===== config.mk =====
export PLATFORM = sky130hd
export DESIGN_NAME = mcu_block_address_generator
export DESIGN_NICKNAME = d
export VERILOG_FILES = /design/src/mbag_pkg.sv /design/src/mcu_block_address_generator.sv /design/src/mbag_front.sv /design/src/mbag_fifo.sv /design/src/mbag_back.sv
export SDC_FILE = /design/constraint.sdc
export NUM_CORES = 1
export LEC_CHECK = 0
export BUFFER_PORTS_ARGS = -buffer_cell sky130_fd_sc_hd__clkbuf_2
export CAP_MARGIN = 40
export CORE_UTILIZATION = 50
export DETAILED_ROUTE_END_ITERATION = 8
export PLACE_DENSITY = 0.71
export SYNTH_ARGS = -nofsm -noshare
export SYNTH_HDL_FRONTEND = slang
export SYNTH_SLANG_ARGS = --single-unit
export TNS_END_PERCENT = 30

===== constraint.sdc =====
create_clock -name clk_i -period 4.53 [get_ports clk_i]
set_input_delay 0.6795 -clock clk_i [delete_from_list [all_inputs] [get_ports clk_i]]
set_output_delay 0.6795 -clock clk_i [all_outputs]
set_load 0.1 [all_outputs]

===== src/mbag_pkg.sv =====
// ----------------------------------------------------------------------------
// MCU block address generator - shared package
// Widths, register map, and the types passed between the front end, the
// request queue and the back end.
// ----------------------------------------------------------------------------
package mbag_pkg;

  localparam int unsigned BLOCK_SIDE_DEF = 8;
  localparam int unsigned COORD_W        = 16;
  localparam int unsigned MCU_W          = 13;
  localparam int unsigned BLKNUM_W       = 2;
  localparam int unsigned SHAPE_W        = 2;
  localparam int unsigned POS_W          = 6;
  localparam int unsigned QUEUE_DEPTH    = 2;

  localparam int unsigned APB_DATA_W     = 32;
  localparam int unsigned APB_ADDR_W     = 4;

  localparam int unsigned S_TDATA_W      = 32;
  localparam int unsigned M_TDATA_W      = 40;

  localparam logic [COORD_W-1:0] COORD_MAX = {COORD_W{1'b1}};

  typedef enum logic [1:0] {
    REG_IMAGE_WIDTH   = 2'd0,
    REG_IMAGE_HEIGHT  = 2'd1,
    REG_BLOCKS_ACROSS = 2'd2,
    REG_BLOCKS_DOWN   = 2'd3
  } mbag_reg_e;

  // MCU shape after folding 0 -> 1 and 3 -> 2
  typedef struct packed {
    logic across2;
    logic down2;
  } mbag_shape_t;

  // last valid row and column of the image
  typedef struct packed {
    logic [COORD_W-1:0] row_lim;
    logic [COORD_W-1:0] col_lim;
  } mbag_size_t;

  typedef struct packed {
    logic               bad;
    logic [COORD_W-1:0] base_row;
    logic [COORD_W-1:0] base_col;
  } mbag_entry_t;

  localparam int unsigned ENTRY_W = $bits(mbag_entry_t);

endpackage


===== src/mcu_block_address_generator.sv =====
// ----------------------------------------------------------------------------
// MCU block address generator - top level
// Configuration registers, front end, request queue and back end.
// ----------------------------------------------------------------------------
// Each accepted request names an MCU (row, column) and one block inside it;
// the block answers with BLOCK_SIDE*BLOCK_SIDE words (64 for 8x8) carrying
// the source row and column of each pixel in raster order, tlast on the final
// one, with coordinates past the image edge clamped to the last row/column.
// A block number outside the MCU shape gives one word with tuser set, tlast
// set and zero coordinates. The back end produces one word per cycle unless
// m_axis_tready holds it off; a two-entry queue lets requests be taken while
// a block is still streaming. Registers are to be written over APB only
// while the block is idle; the block itself does not enforce this.
// ----------------------------------------------------------------------------
module mcu_block_address_generator #(
  parameter int unsigned BLOCK_SIDE = mbag_pkg::BLOCK_SIDE_DEF
) (
  input  logic                                clk_i,
  input  logic                                rst_ni,
  // APB configuration
  input  logic                                psel,
  input  logic                                penable,
  input  logic                                pwrite,
  input  logic [mbag_pkg::APB_ADDR_W-1:0]     paddr,
  input  logic [mbag_pkg::APB_DATA_W-1:0]     pwdata,
  output logic [mbag_pkg::APB_DATA_W-1:0]     prdata,
  output logic                                pready,
  // request stream
  input  logic                                s_axis_tvalid_i,
  output logic                                s_axis_tready_o,
  // mcu_row[12:0], mcu_column[25:13], block_number[27:26], zero [31:28]
  input  logic [mbag_pkg::S_TDATA_W-1:0]      s_axis_tdata_i,
  // address stream
  output logic                                m_axis_tvalid_o,
  input  logic                                m_axis_tready_i,
  // source_row[15:0], source_column[31:16], position_in_block[37:32], zero [39:38]
  output logic [mbag_pkg::M_TDATA_W-1:0]      m_axis_tdata_o,
  output logic                                m_axis_tlast_o,
  // bad_block[0]
  output logic                                m_axis_tuser_o
);
  import mbag_pkg::*;

  logic [COORD_W-1:0] image_width_q, image_height_q;
  logic [SHAPE_W-1:0] blocks_across_q, blocks_down_q;
  mbag_reg_e          reg_sel;
  logic               cfg_wr;

  mbag_shape_t        shape;
  mbag_size_t         size;
  mbag_entry_t        push_entry, head_entry;
  logic [ENTRY_W-1:0] head_bits;
  logic               q_ready, q_push, q_valid, q_pop;

  logic [COORD_W-1:0] src_row, src_col;
  logic [POS_W-1:0]   pos;

  assign pready  = 1'b1;
  assign reg_sel = mbag_reg_e'(paddr[APB_ADDR_W-1:2]);
  assign cfg_wr  = psel && penable && pwrite && pready;

  always_ff @(posedge clk_i or negedge rst_ni) begin
    if (!rst_ni) begin
      image_width_q   <= COORD_W'(8);
      image_height_q  <= COORD_W'(8);
      blocks_across_q <= SHAPE_W'(1);
      blocks_down_q   <= SHAPE_W'(1);
    end else if (cfg_wr) begin
      case (reg_sel)
        REG_IMAGE_WIDTH:   image_width_q   <= pwdata[COORD_W-1:0];
        REG_IMAGE_HEIGHT:  image_height_q  <= pwdata[COORD_W-1:0];
        REG_BLOCKS_ACROSS: blocks_across_q <= pwdata[SHAPE_W-1:0];
        REG_BLOCKS_DOWN:   blocks_down_q   <= pwdata[SHAPE_W-1:0];
        default: ;
      endcase
    end
  end

  always_comb begin
    case (reg_sel)
      REG_IMAGE_WIDTH:   prdata = APB_DATA_W'(image_width_q);
      REG_IMAGE_HEIGHT:  prdata = APB_DATA_W'(image_height_q);
      REG_BLOCKS_ACROSS: prdata = APB_DATA_W'(blocks_across_q);
      REG_BLOCKS_DOWN:   prdata = APB_DATA_W'(blocks_down_q);
      default:           prdata = '0;
    endcase
  end

  // 0 counts as 1, 3 counts as 2
  assign shape.across2 = blocks_across_q[1];
  assign shape.down2   = blocks_down_q[1];
  assign size.row_lim  = (image_height_q == '0) ? '0 : image_height_q - 1'b1;
  assign size.col_lim  = (image_width_q == '0) ? '0 : image_width_q - 1'b1;

  mbag_front #(
    .BLOCK_SIDE (BLOCK_SIDE)
  ) u_front (
    .shape_i        (shape),
    .s_valid_i      (s_axis_tvalid_i),
    .s_ready_o      (s_axis_tready_o),
    .mcu_row_i      (s_axis_tdata_i[MCU_W-1:0]),
    .mcu_column_i   (s_axis_tdata_i[2*MCU_W-1:MCU_W]),
    .block_number_i (s_axis_tdata_i[2*MCU_W+BLKNUM_W-1:2*MCU_W]),
    .q_ready_i      (q_ready),
    .q_push_o       (q_push),
    .q_entry_o      (push_entry)
  );

  mbag_fifo #(
    .WIDTH (ENTRY_W),
    .DEPTH (QUEUE_DEPTH)
  ) u_fifo (
    .clk_i   (clk_i),
    .rst_ni  (rst_ni),
    .push_i  (q_push),
    .data_i  (push_entry),
    .ready_o (q_ready),
    .pop_i   (q_pop),
    .valid_o (q_valid),
    .data_o  (head_bits)
  );

  assign head_entry = mbag_entry_t'(head_bits);

  mbag_back #(
    .BLOCK_SIDE (BLOCK_SIDE)
  ) u_back (
    .clk_i           (clk_i),
    .rst_ni          (rst_ni),
    .size_i          (size),
    .q_valid_i       (q_valid),
    .q_entry_i       (head_entry),
    .q_pop_o         (q_pop),
    .m_valid_o       (m_axis_tvalid_o),
    .m_ready_i       (m_axis_tready_i),
    .source_row_o    (src_row),
    .source_column_o (src_col),
    .position_o      (pos),
    .last_o          (m_axis_tlast_o),
    .bad_o           (m_axis_tuser_o)
  );

  assign m_axis_tdata_o = {(M_TDATA_W - 2 * COORD_W - POS_W)'(0), pos, src_col, src_row};

endmodule


===== src/mbag_front.sv =====
// ----------------------------------------------------------------------------
// MCU block address generator - front end
// Accepts block requests, flags block numbers that do not fit the MCU shape,
// and computes the saturated block origin for the request queue.
// ----------------------------------------------------------------------------
module mbag_front #(
  parameter int unsigned BLOCK_SIDE = mbag_pkg::BLOCK_SIDE_DEF
) (
  input  mbag_pkg::mbag_shape_t                shape_i,
  input  logic                                 s_valid_i,
  output logic                                 s_ready_o,
  input  logic [mbag_pkg::MCU_W-1:0]           mcu_row_i,
  input  logic [mbag_pkg::MCU_W-1:0]           mcu_column_i,
  input  logic [mbag_pkg::BLKNUM_W-1:0]        block_number_i,
  input  logic                                 q_ready_i,
  output logic                                 q_push_o,
  output mbag_pkg::mbag_entry_t                q_entry_o
);
  import mbag_pkg::*;

  localparam int unsigned ORIG_W = MCU_W + $clog2(2 * BLOCK_SIDE) + 1;

  logic              bx, by;
  logic [ORIG_W-1:0] row_full, col_full;

  assign s_ready_o = q_ready_i;
  assign q_push_o  = s_valid_i && q_ready_i;

  always_comb begin
    bx = shape_i.across2 & block_number_i[0];
    by = shape_i.across2 ? block_number_i[1] : block_number_i[0];

    if (!shape_i.across2 && !shape_i.down2) begin
      q_entry_o.bad = (block_number_i != '0);
    end else if (shape_i.across2 && shape_i.down2) begin
      q_entry_o.bad = 1'b0;
    end else begin
      q_entry_o.bad = block_number_i[1];
    end

    row_full = ORIG_W'(mcu_row_i)
             * ORIG_W'(shape_i.down2 ? 2 * BLOCK_SIDE : BLOCK_SIDE)
             + (by ? ORIG_W'(BLOCK_SIDE) : '0);
    col_full = ORIG_W'(mcu_column_i)
             * ORIG_W'(shape_i.across2 ? 2 * BLOCK_SIDE : BLOCK_SIDE)
             + (bx ? ORIG_W'(BLOCK_SIDE) : '0);

    q_entry_o.base_row = (row_full > ORIG_W'(COORD_MAX)) ? COORD_MAX
                                                         : row_full[COORD_W-1:0];
    q_entry_o.base_col = (col_full > ORIG_W'(COORD_MAX)) ? COORD_MAX
                                                         : col_full[COORD_W-1:0];
  end

endmodule


===== src/mbag_fifo.sv =====
// ----------------------------------------------------------------------------
// MCU block address generator - request queue
// Small register FIFO between the front end and the back end.
// ----------------------------------------------------------------------------
module mbag_fifo #(
  parameter int unsigned WIDTH = mbag_pkg::ENTRY_W,
  parameter int unsigned DEPTH = mbag_pkg::QUEUE_DEPTH
) (
  input  logic             clk_i,
  input  logic             rst_ni,
  input  logic             push_i,
  input  logic [WIDTH-1:0] data_i,
  output logic             ready_o,
  input  logic             pop_i,
  output logic             valid_o,
  output logic [WIDTH-1:0] data_o
);
  localparam int unsigned PTR_W = (DEPTH > 1) ? $clog2(DEPTH) : 1;
  localparam int unsigned CNT_W = $clog2(DEPTH + 1);

  logic [WIDTH-1:0] mem_q [DEPTH];
  logic [PTR_W-1:0] wr_ptr_q, wr_ptr_d, rd_ptr_q, rd_ptr_d;
  logic [CNT_W-1:0] count_q, count_d;

  assign ready_o = (count_q != CNT_W'(DEPTH));
  assign valid_o = (count_q != '0);
  assign data_o  = mem_q[rd_ptr_q];

  always_comb begin
    wr_ptr_d = wr_ptr_q;
    rd_ptr_d = rd_ptr_q;
    count_d  = count_q;
    if (push_i) begin
      wr_ptr_d = (wr_ptr_q == PTR_W'(DEPTH - 1)) ? '0 : wr_ptr_q + 1'b1;
    end
    if (pop_i) begin
      rd_ptr_d = (rd_ptr_q == PTR_W'(DEPTH - 1)) ? '0 : rd_ptr_q + 1'b1;
    end
    if (push_i && !pop_i) begin
      count_d = count_q + 1'b1;
    end else if (pop_i && !push_i) begin
      count_d = count_q - 1'b1;
    end
  end

  always_ff @(posedge clk_i or negedge rst_ni) begin
    if (!rst_ni) begin
      wr_ptr_q <= '0;
      rd_ptr_q <= '0;
      count_q  <= '0;
    end else begin
      wr_ptr_q <= wr_ptr_d;
      rd_ptr_q <= rd_ptr_d;
      count_q  <= count_d;
    end
  end

  always_ff @(posedge clk_i) begin
    if (push_i) begin
      mem_q[wr_ptr_q] <= data_i;
    end
  end

endmodule


===== src/mbag_back.sv =====
// ----------------------------------------------------------------------------
// MCU block address generator - back end
// Walks one queued block in raster order, clamps each coordinate to the image
// edge and drives the registered output word, zeroed for a bad block number.
// ----------------------------------------------------------------------------
module mbag_back #(
  parameter int unsigned BLOCK_SIDE = mbag_pkg::BLOCK_SIDE_DEF
) (
  input  logic                          clk_i,
  input  logic                          rst_ni,
  input  mbag_pkg::mbag_size_t          size_i,
  input  logic                          q_valid_i,
  input  mbag_pkg::mbag_entry_t         q_entry_i,
  output logic                          q_pop_o,
  output logic                          m_valid_o,
  input  logic                          m_ready_i,
  output logic [mbag_pkg::COORD_W-1:0]  source_row_o,
  output logic [mbag_pkg::COORD_W-1:0]  source_column_o,
  output logic [mbag_pkg::POS_W-1:0]    position_o,
  output logic                          last_o,
  output logic                          bad_o
);
  import mbag_pkg::*;

  localparam int unsigned SIDE_W = (BLOCK_SIDE > 1) ? $clog2(BLOCK_SIDE) : 1;

  logic               busy_q, busy_d;
  logic [SIDE_W-1:0]  r_q, r_d, c_q, c_d;
  logic [POS_W-1:0]   pos_q, pos_d;
  mbag_entry_t        cur_q;

  logic               out_free, emit, last_pix;
  logic [COORD_W:0]   row_sum, col_sum;
  logic [COORD_W-1:0] row_clamp, col_clamp;

  assign out_free = !m_valid_o || m_ready_i;
  assign emit     = busy_q && out_free;
  assign last_pix = cur_q.bad ||
                    ((r_q == SIDE_W'(BLOCK_SIDE - 1)) && (c_q == SIDE_W'(BLOCK_SIDE - 1)));
  assign q_pop_o  = q_valid_i && (!busy_q || (emit && last_pix));

  always_comb begin
    row_sum   = {1'b0, cur_q.base_row} + (COORD_W + 1)'(r_q);
    col_sum   = {1'b0, cur_q.base_col} + (COORD_W + 1)'(c_q);
    row_clamp = (row_sum > {1'b0, size_i.row_lim}) ? size_i.row_lim : row_sum[COORD_W-1:0];
    col_clamp = (col_sum > {1'b0, size_i.col_lim}) ? size_i.col_lim : col_sum[COORD_W-1:0];
  end

  always_comb begin
    busy_d = busy_q;
    r_d    = r_q;
    c_d    = c_q;
    pos_d  = pos_q;
    if (q_pop_o) begin
      busy_d = 1'b1;
      r_d    = '0;
      c_d    = '0;
      pos_d  = '0;
    end else if (emit && last_pix) begin
      busy_d = 1'b0;
    end else if (emit) begin
      pos_d = pos_q + 1'b1;
      if (c_q == SIDE_W'(BLOCK_SIDE - 1)) begin
        c_d = '0;
        r_d = r_q + 1'b1;
      end else begin
        c_d = c_q + 1'b1;
      end
    end
  end

  always_ff @(posedge clk_i or negedge rst_ni) begin
    if (!rst_ni) begin
      busy_q    <= 1'b0;
      m_valid_o <= 1'b0;
      r_q       <= '0;
      c_q       <= '0;
      pos_q     <= '0;
    end else begin
      busy_q <= busy_d;
      r_q    <= r_d;
      c_q    <= c_d;
      pos_q  <= pos_d;
      if (emit) begin
        m_valid_o <= 1'b1;
      end else if (m_ready_i) begin
        m_valid_o <= 1'b0;
      end
    end
  end

  always_ff @(posedge clk_i) begin
    if (q_pop_o) begin
      cur_q <= q_entry_i;
    end
    if (emit) begin
      source_row_o    <= cur_q.bad ? '0 : row_clamp;
      source_column_o <= cur_q.bad ? '0 : col_clamp;
      position_o      <= cur_q.bad ? '0 : pos_q;
      last_o          <= last_pix;
      bad_o           <= cur_q.bad;
    end
  end

  ap_last_pos: assert property (@(posedge clk_i) disable iff (!rst_ni)
    m_valid_o && last_o && !bad_o |-> position_o == POS_W'(BLOCK_SIDE * BLOCK_SIDE - 1))
    else $error("last word of a block at wrong position");

  ap_bad_zero: assert property (@(posedge clk_i) disable iff (!rst_ni)
    m_valid_o && bad_o |-> last_o && source_row_o == '0 && source_column_o == '0)
    else $error("bad block word not a single zeroed word");

  ap_pos_track: assert property (@(posedge clk_i) disable iff (!rst_ni)
    busy_q |-> pos_q == POS_W'(r_q) * POS_W'(BLOCK_SIDE) + POS_W'(c_q))
    else $error("position counter out of step with row and column");

  ap_no_pop_mid: assert property (@(posedge clk_i) disable iff (!rst_ni)
    busy_q && !(emit && last_pix) |-> !q_pop_o)
    else $error("queue popped while a block is in progress");

endmodule

# Word level (Yosys, flattened, before mapping)
# Memories as Yosys holds them, arrays and structs flattened. A register that Yosys moved wholly into a read port is not among the register bits.
# Index checks and enable logic that the tools add are counted.
# totals
register_bits	94
mem_count	1
in_bits	75
ramBits	66
wordCells	116
out_inout_bits	77
# op_classes
n_lt_le_gt_ge	4
n_mux	35
n_eq_ne	7
add_sub_neg	13
reduce_logical	36
n_bitwise	1
mul	2
# mem_list
name	depth	width	read_ports	rd_clocked_by_memory_dff	write_ports	line	source
u_fifo.mem_q	2	33	1	1	1	mbag_fifo.sv:21	logic [WIDTH-1:0] mem_q [DEPTH];
# ops
cell	count
32-bit case mux with 4 select lines	1
16-bit two-way mux	6
18-bit adder	2
18-bit by 16-bit greater-than comparator with 1-bit output (second input constant)	2
13-bit by 18-bit multiplier with 18-bit output	2
16-bit by 3-bit adder with 17-bit output	2
17-bit by 16-bit greater-than comparator with 1-bit output	2
16-bit zero test	2
16-bit by 1-bit subtractor with 16-bit output (second input constant)	2
3-bit two-way mux	8
6-bit two-way mux	3
2-bit nonzero test	7
1-bit logical AND	11
1-bit two-way mux	11
5-bit two-way mux	2
2-bit AND reduction	5
4-bit two-way mux	2
3-bit by 1-bit adder with 3-bit output (second input constant)	2
6-bit by 1-bit adder with 6-bit output (second input constant)	1
3-bit == test (second input constant)	2
1-bit zero test	6
2-bit == test (second input constant)	2
2-bit two-way mux	2
2-bit inequality test (second input constant)	2
8 further kinds	11

# Logic depth before layout (Yosys ltp)
# logic_depth
depth_word	9
mapped_depth	16
mapped_depth_nobuf	14

# Hierarchy
# Synthesis repeated with hierarchy kept, for this count alone.
# unflattened
hier_cells	1108
area_unflattened_um2	12635.9
# modules_own_cells
module	instances	area_each_um2	cells_per_inst	seq_area_each_um2
mbag_back	1	5028.6	450	2542.4
mbag_fifo	1	2722.6	119	2082.0
mcu_block_address_generator	1	2565.0	256	905.9
mbag_front	1	2319.7	283	0.0

# Least setup slack after synthesis
# OpenSTA, ideal clock, no wires.
# synth_path
path_type	register -> register
startpoint	reg, netlist name u_back.cur_q[2]
endpoint	reg u_back.source_column_o[12] (netlist name) (data pin)
n_path_buf	1
period_less_slack_ps	4156
path_slack_ps	374
arrival_time_ps	3896
setup_ps	260
stages_incl_launch_ff	15
required_time_ps	4270
path_cell_list	edfxtp_1 > ha_1 > inv_1 > fa_1 > nand2b_1 > a2111oi_2 > nand3_1 > xnor2_1 > ha_1 > a21o_1 > a2111oi_0 > o2111ai_1 > a21boi_1 > buf_2 > mux2_2
# synth_between
elab_chain_cells	3
# synth_lines
element	line	source
16-bit by 3-bit adder with 17-bit output (*)	mbag_back.sv:44	col_sum = {1'b0, cur_q.base_col} + (COORD_W + 1)'(c_q);
17-bit by 16-bit greater-than comparator with 1-bit output	mbag_back.sv:46	col_clamp = (col_sum > {1'b0, size_i.col_lim}) ? size_i.col_lim : col_sum[COORD_W-1:0];
16-bit two-way mux (*)	mbag_back.sv:46	
to (signal assigned)	mbag_back.sv:98	source_column_o <= cur_q.bad ? '0 : col_clamp;
to (decl)	mbag_back.sv:18	output logic [mbag_pkg::COORD_W-1:0] source_column_o,
# Every way passes the cells marked *; elsewhere a longest branch is shown, timed or not.
# A chain may end at the register's enable or synchronous reset.

# Worst setup path in the final report
# layout_path
startpoint	reg, netlist name u_back.cur_q[2]
endpoint	reg u_back.source_column_o[2] (netlist name) (data pin)
# layout_between
elab_chain_cells	3
# layout_lines
element	line
16-bit by 3-bit adder with 17-bit output (*)	mbag_back.sv:44
17-bit by 16-bit greater-than comparator with 1-bit output	mbag_back.sv:46
16-bit two-way mux (*)	mbag_back.sv:46
# Marked as above.

==> results_dict.tcl <==
set metrics [dict create \
    max_stage_delay_ns 0.44 \
    grt_pass1_wl_um 36170 \
    clock_latency_ns 0.44 \
    setup-tns-final_ns 0 \
    synthTopCellsByCount "edfxtp_1, mux2_2, ha_1, nor2_1, nand2_1" \
    yosysTopAreaCell "edfxtp_1" \
    hold_path_class "primary input to asynchronous set/reset pin" \
    clkTransAtPathRegs_ns 0.07 \
    drc 0 \
    p_leak_uw 0.005366 \
    place.gp.congestion 0.8867 \
    hold_buffers 0 \
    antenna_found_initial 0 \
    critPathRequiredTime_ns 4.72 \
    grt_pass1_vias 7177 \
    hold_viol 0 \
    core_area_um2 21290 \
    finalCritPeriodShare_pct 95.29 \
    rows 53 \
    rsz0062_at_grt "false" \
    num_vias 7561 \
    worst_clock_skew_ns 0.01537 \
    ys_async_sr_fraction_pct 29.83 \
    design_area_um2 12660 \
    status "completed" \
    cap_violations 0 \
    crit_family "compound AO/OA/AOI/OAI gates" \
    critPathKind "register to register" \
    cp_common_cell "buf_4" \
    drt_iter0_markers 337 \
    cp_num_buf_inv 4 \
    cts.sinks 181 \
    ys_ff_latch 181 \
    slew_headroom_pct 39.43 \
    portBuffers 110 \
    setup_viol 0 \
    grt_use_total_pct 20.96 \
    crit_path_cell_trace "buf_4 -> ha_2 -> o211ai_1 -> or2_2 -> nor3b_1 -> xnor2_1 -> inv_1 -> ha_1 -> nand3_1 -> nor3_1 -> a2111oi_2 -> buf_4 -> o2111ai_1 -> a21boi_1 -> buf_4 -> mux2_2" \
    crit_slowest_cell "edfxtp_1" \
    report.final.slew_viol_count 0 \
    cts.htree.levels 4 \
    r2r_start "u_back.cur_q[2]" \
    synthDistinctLibCells 63 \
    clock.fmax_ghz 0.2317 \
    pwr_density_cell_nw_per_um2 705.7 \
    postCtsSetupBuffers 0 \
    crit_path_start "u_back.cur_q[2]" \
    routed_wl_um 22380 \
    yosys_warnings 0 \
    drive_above_1_share_pct 27.52 \
    cp_max_fo 6 \
    cts_made_buffers 17 \
    tightest_slew_ns 0.9043 \
    drtPass1Iterations 4 \
    dieWidth_um 150.3 \
    synth_flop_cell "edfxtp_1" \
    worst_ir_drop_vdd_uv 318.4 \
    synth_edf_count 127 \
    power_uw 8935 \
    final.min_clock_period_ns 4.317 \
    grt_max_degree 61 \
    critPathLaunchType "register" \
    cts_tree "yes" \
    yosysTopAreaCellShare_pct 34.70 \
    ios 152 \
    ys_seq_area_share_pct 47.03 \
    syn_inst 966 \
    nets 1256 \
    cts-root-buf "clkbuf_16" \
    clockBufferDepth 2 \
    hpwl_um 16970 \
    dieArea_um2 22580 \
    avgViaCountPerCell 5.408 \
    yosysMostFrequentCell "edfxtp_1" \
    antennaDiodeCount 0 \
    ant_nets 0 \
    fillers 1752 \
    overflow 0 \
    place_area_um2 11980 \
    synthTopCellsByArea "edfxtp_1, dfrtp_1, mux2_2" \
    critPathArrivalTime_ns 4.50 \
    wire_per_inst_um 16.01 \
    end_kind "register" \
    syn-cell-area_um2 10990 \
    area_growth_pct 15.20 \
    die_h_um 150.3 \
    start_util_pct 51.64 \
    syn_avg_cell_area_um2 11.38 \
]
## stage by stage
step	std cells	util (%)	setup slack, ns	hold slack [ns]
floorplan	1002	-	0.3742	0.3839
finish	1398	59.48	0.2132	0.3823
global placement	1365	56.20	0.009672	0.4945
global route	1398	59.48	0.01333	0.4378
detailed placement	1366	56.29	0.04070	0.5016
CTS	1398	59.26	0.04604	0.4100
## cells by family (layout without fill, tap and decap cells)
logic type	count (synthesis)	in the layout	synth area share, %
simple gates	276	276	12.66
flops	181	181	47.03
compound gates	152	152	9.448
mux	130	130	13.22
buf+inv	84	205	3.779
fa+ha+maj	71	71	8.219
xor+xnor	70	70	5.578
other cells	2	38	0.06832
## metal layers
metal	up-vias	share of wire, %	GRT usage (%)
met5	-	0	0
met1	3615	48	28.21
met3	29	3.5	3.939
li1	3769	-	-
met4	0	2.6	7.929
met2	148	46	33.55
## sequential cells by signal, summed over array words and instances, names as in the netlist
| register | count |
|---|---|
| u_fifo.count_q | 2 |
| u_fifo.wr_ptr_q | 1 |
| u_back.r_q | 3 |
| u_back.m_valid_o | 1 |
| blocks_across_q | 2 |
| u_fifo.mem_q | 58 |
| u_back.position_o | 6 |
| blocks_down_q | 2 |
| image_width_q | 16 |
| u_back.cur_q | 29 |
| u_back.busy_q | 1 |
| u_fifo.rd_ptr_q | 1 |
| u_back.source_row_o | 16 |
| u_back.source_column_o | 16 |
| u_back.last_o | 1 |
| u_back.c_q | 3 |
| u_back.pos_q | 6 |
| image_height_q | 16 |
| u_back.bad_o | 1 |
## timing repair
action	4_1_cts	5_1_grt
setup endpoints to repair	4	25
gates resized for setup	2	8
pin swaps	0	3
gates cloned	0	0
## worst reg2reg max path, stage by stage, from the launching register on
cell       delay [ns]
edfxtp_1         0.44
buf_4            0.17
ha_2             0.38
o211ai_1         0.13
or2_2            0.34
nor3b_1          0.26
xnor2_1          0.24
inv_1            0.09
ha_1             0.35
nand3_1          0.14
nor3_1           0.09
a2111oi_2        0.35
buf_4            0.18
o2111ai_1        0.14
a21boi_1         0.24
buf_4            0.20
mux2_2           0.34
## worst paths after layout
check                      slack (ns)                        end  depth (start not counted)
setup reg to reg                 0.21  u_back.source_column_o[2]                         16
min in group clk_i               0.49          image_height_q[2]                          2
max in group asynchronous        3.67          image_height_q[8]                          2
hold / removal                   0.38         blocks_across_q[1]                          2
hold reg to reg                  0.51            u_fifo.wr_ptr_q                          1
setup / recovery                 0.21  u_back.source_column_o[2]                         16
## report_power, final
group / leakage [uW] / internal, uW / switching (uW)
Combinational: 0.00322 / 1440 / 3100
Sequential: 0.00184 / 2510 / 350
Clock: 0.000302 / 863 / 673
Total: 0.00537 / 4810 / 4130
## area by class of cell
type	instances	area, um2	share of cell area (%)
clock buffers	19	452.9	3.577
clock inverters	13	163.9	1.294
inverters	33	123.9	0.9783
multi-input cells	737	5619	44.38
flip-flops and latches	181	5170	40.83
well taps	275	344.1	2.717
repair buffers	140	788.3	6.225
## layout by cell type (no fill, tap or decap), types with 8 or more instances in the layout
master	instances
edfxtp_1	127
clkbuf_2	110
mux2_2	101
nor2_1	68
ha_1	68
nand2_1	63
dfrtp_1	50
conb_1	38
xor2_1	35
xnor2_1	33
inv_1	33
o21ai_0	32
a21oi_1	31
buf_4	29
mux2i_1	27
nor2b_1	26
a211oi_1	21
nor3_1	18
clkbuf_16	17
nand3_1	16
nand2b_1	15
or2_2	13
a21o_1	12
nand4_1	11
or3_1	9
and3_1	9
o21bai_1	8
(Power assumes the default switching activity.)
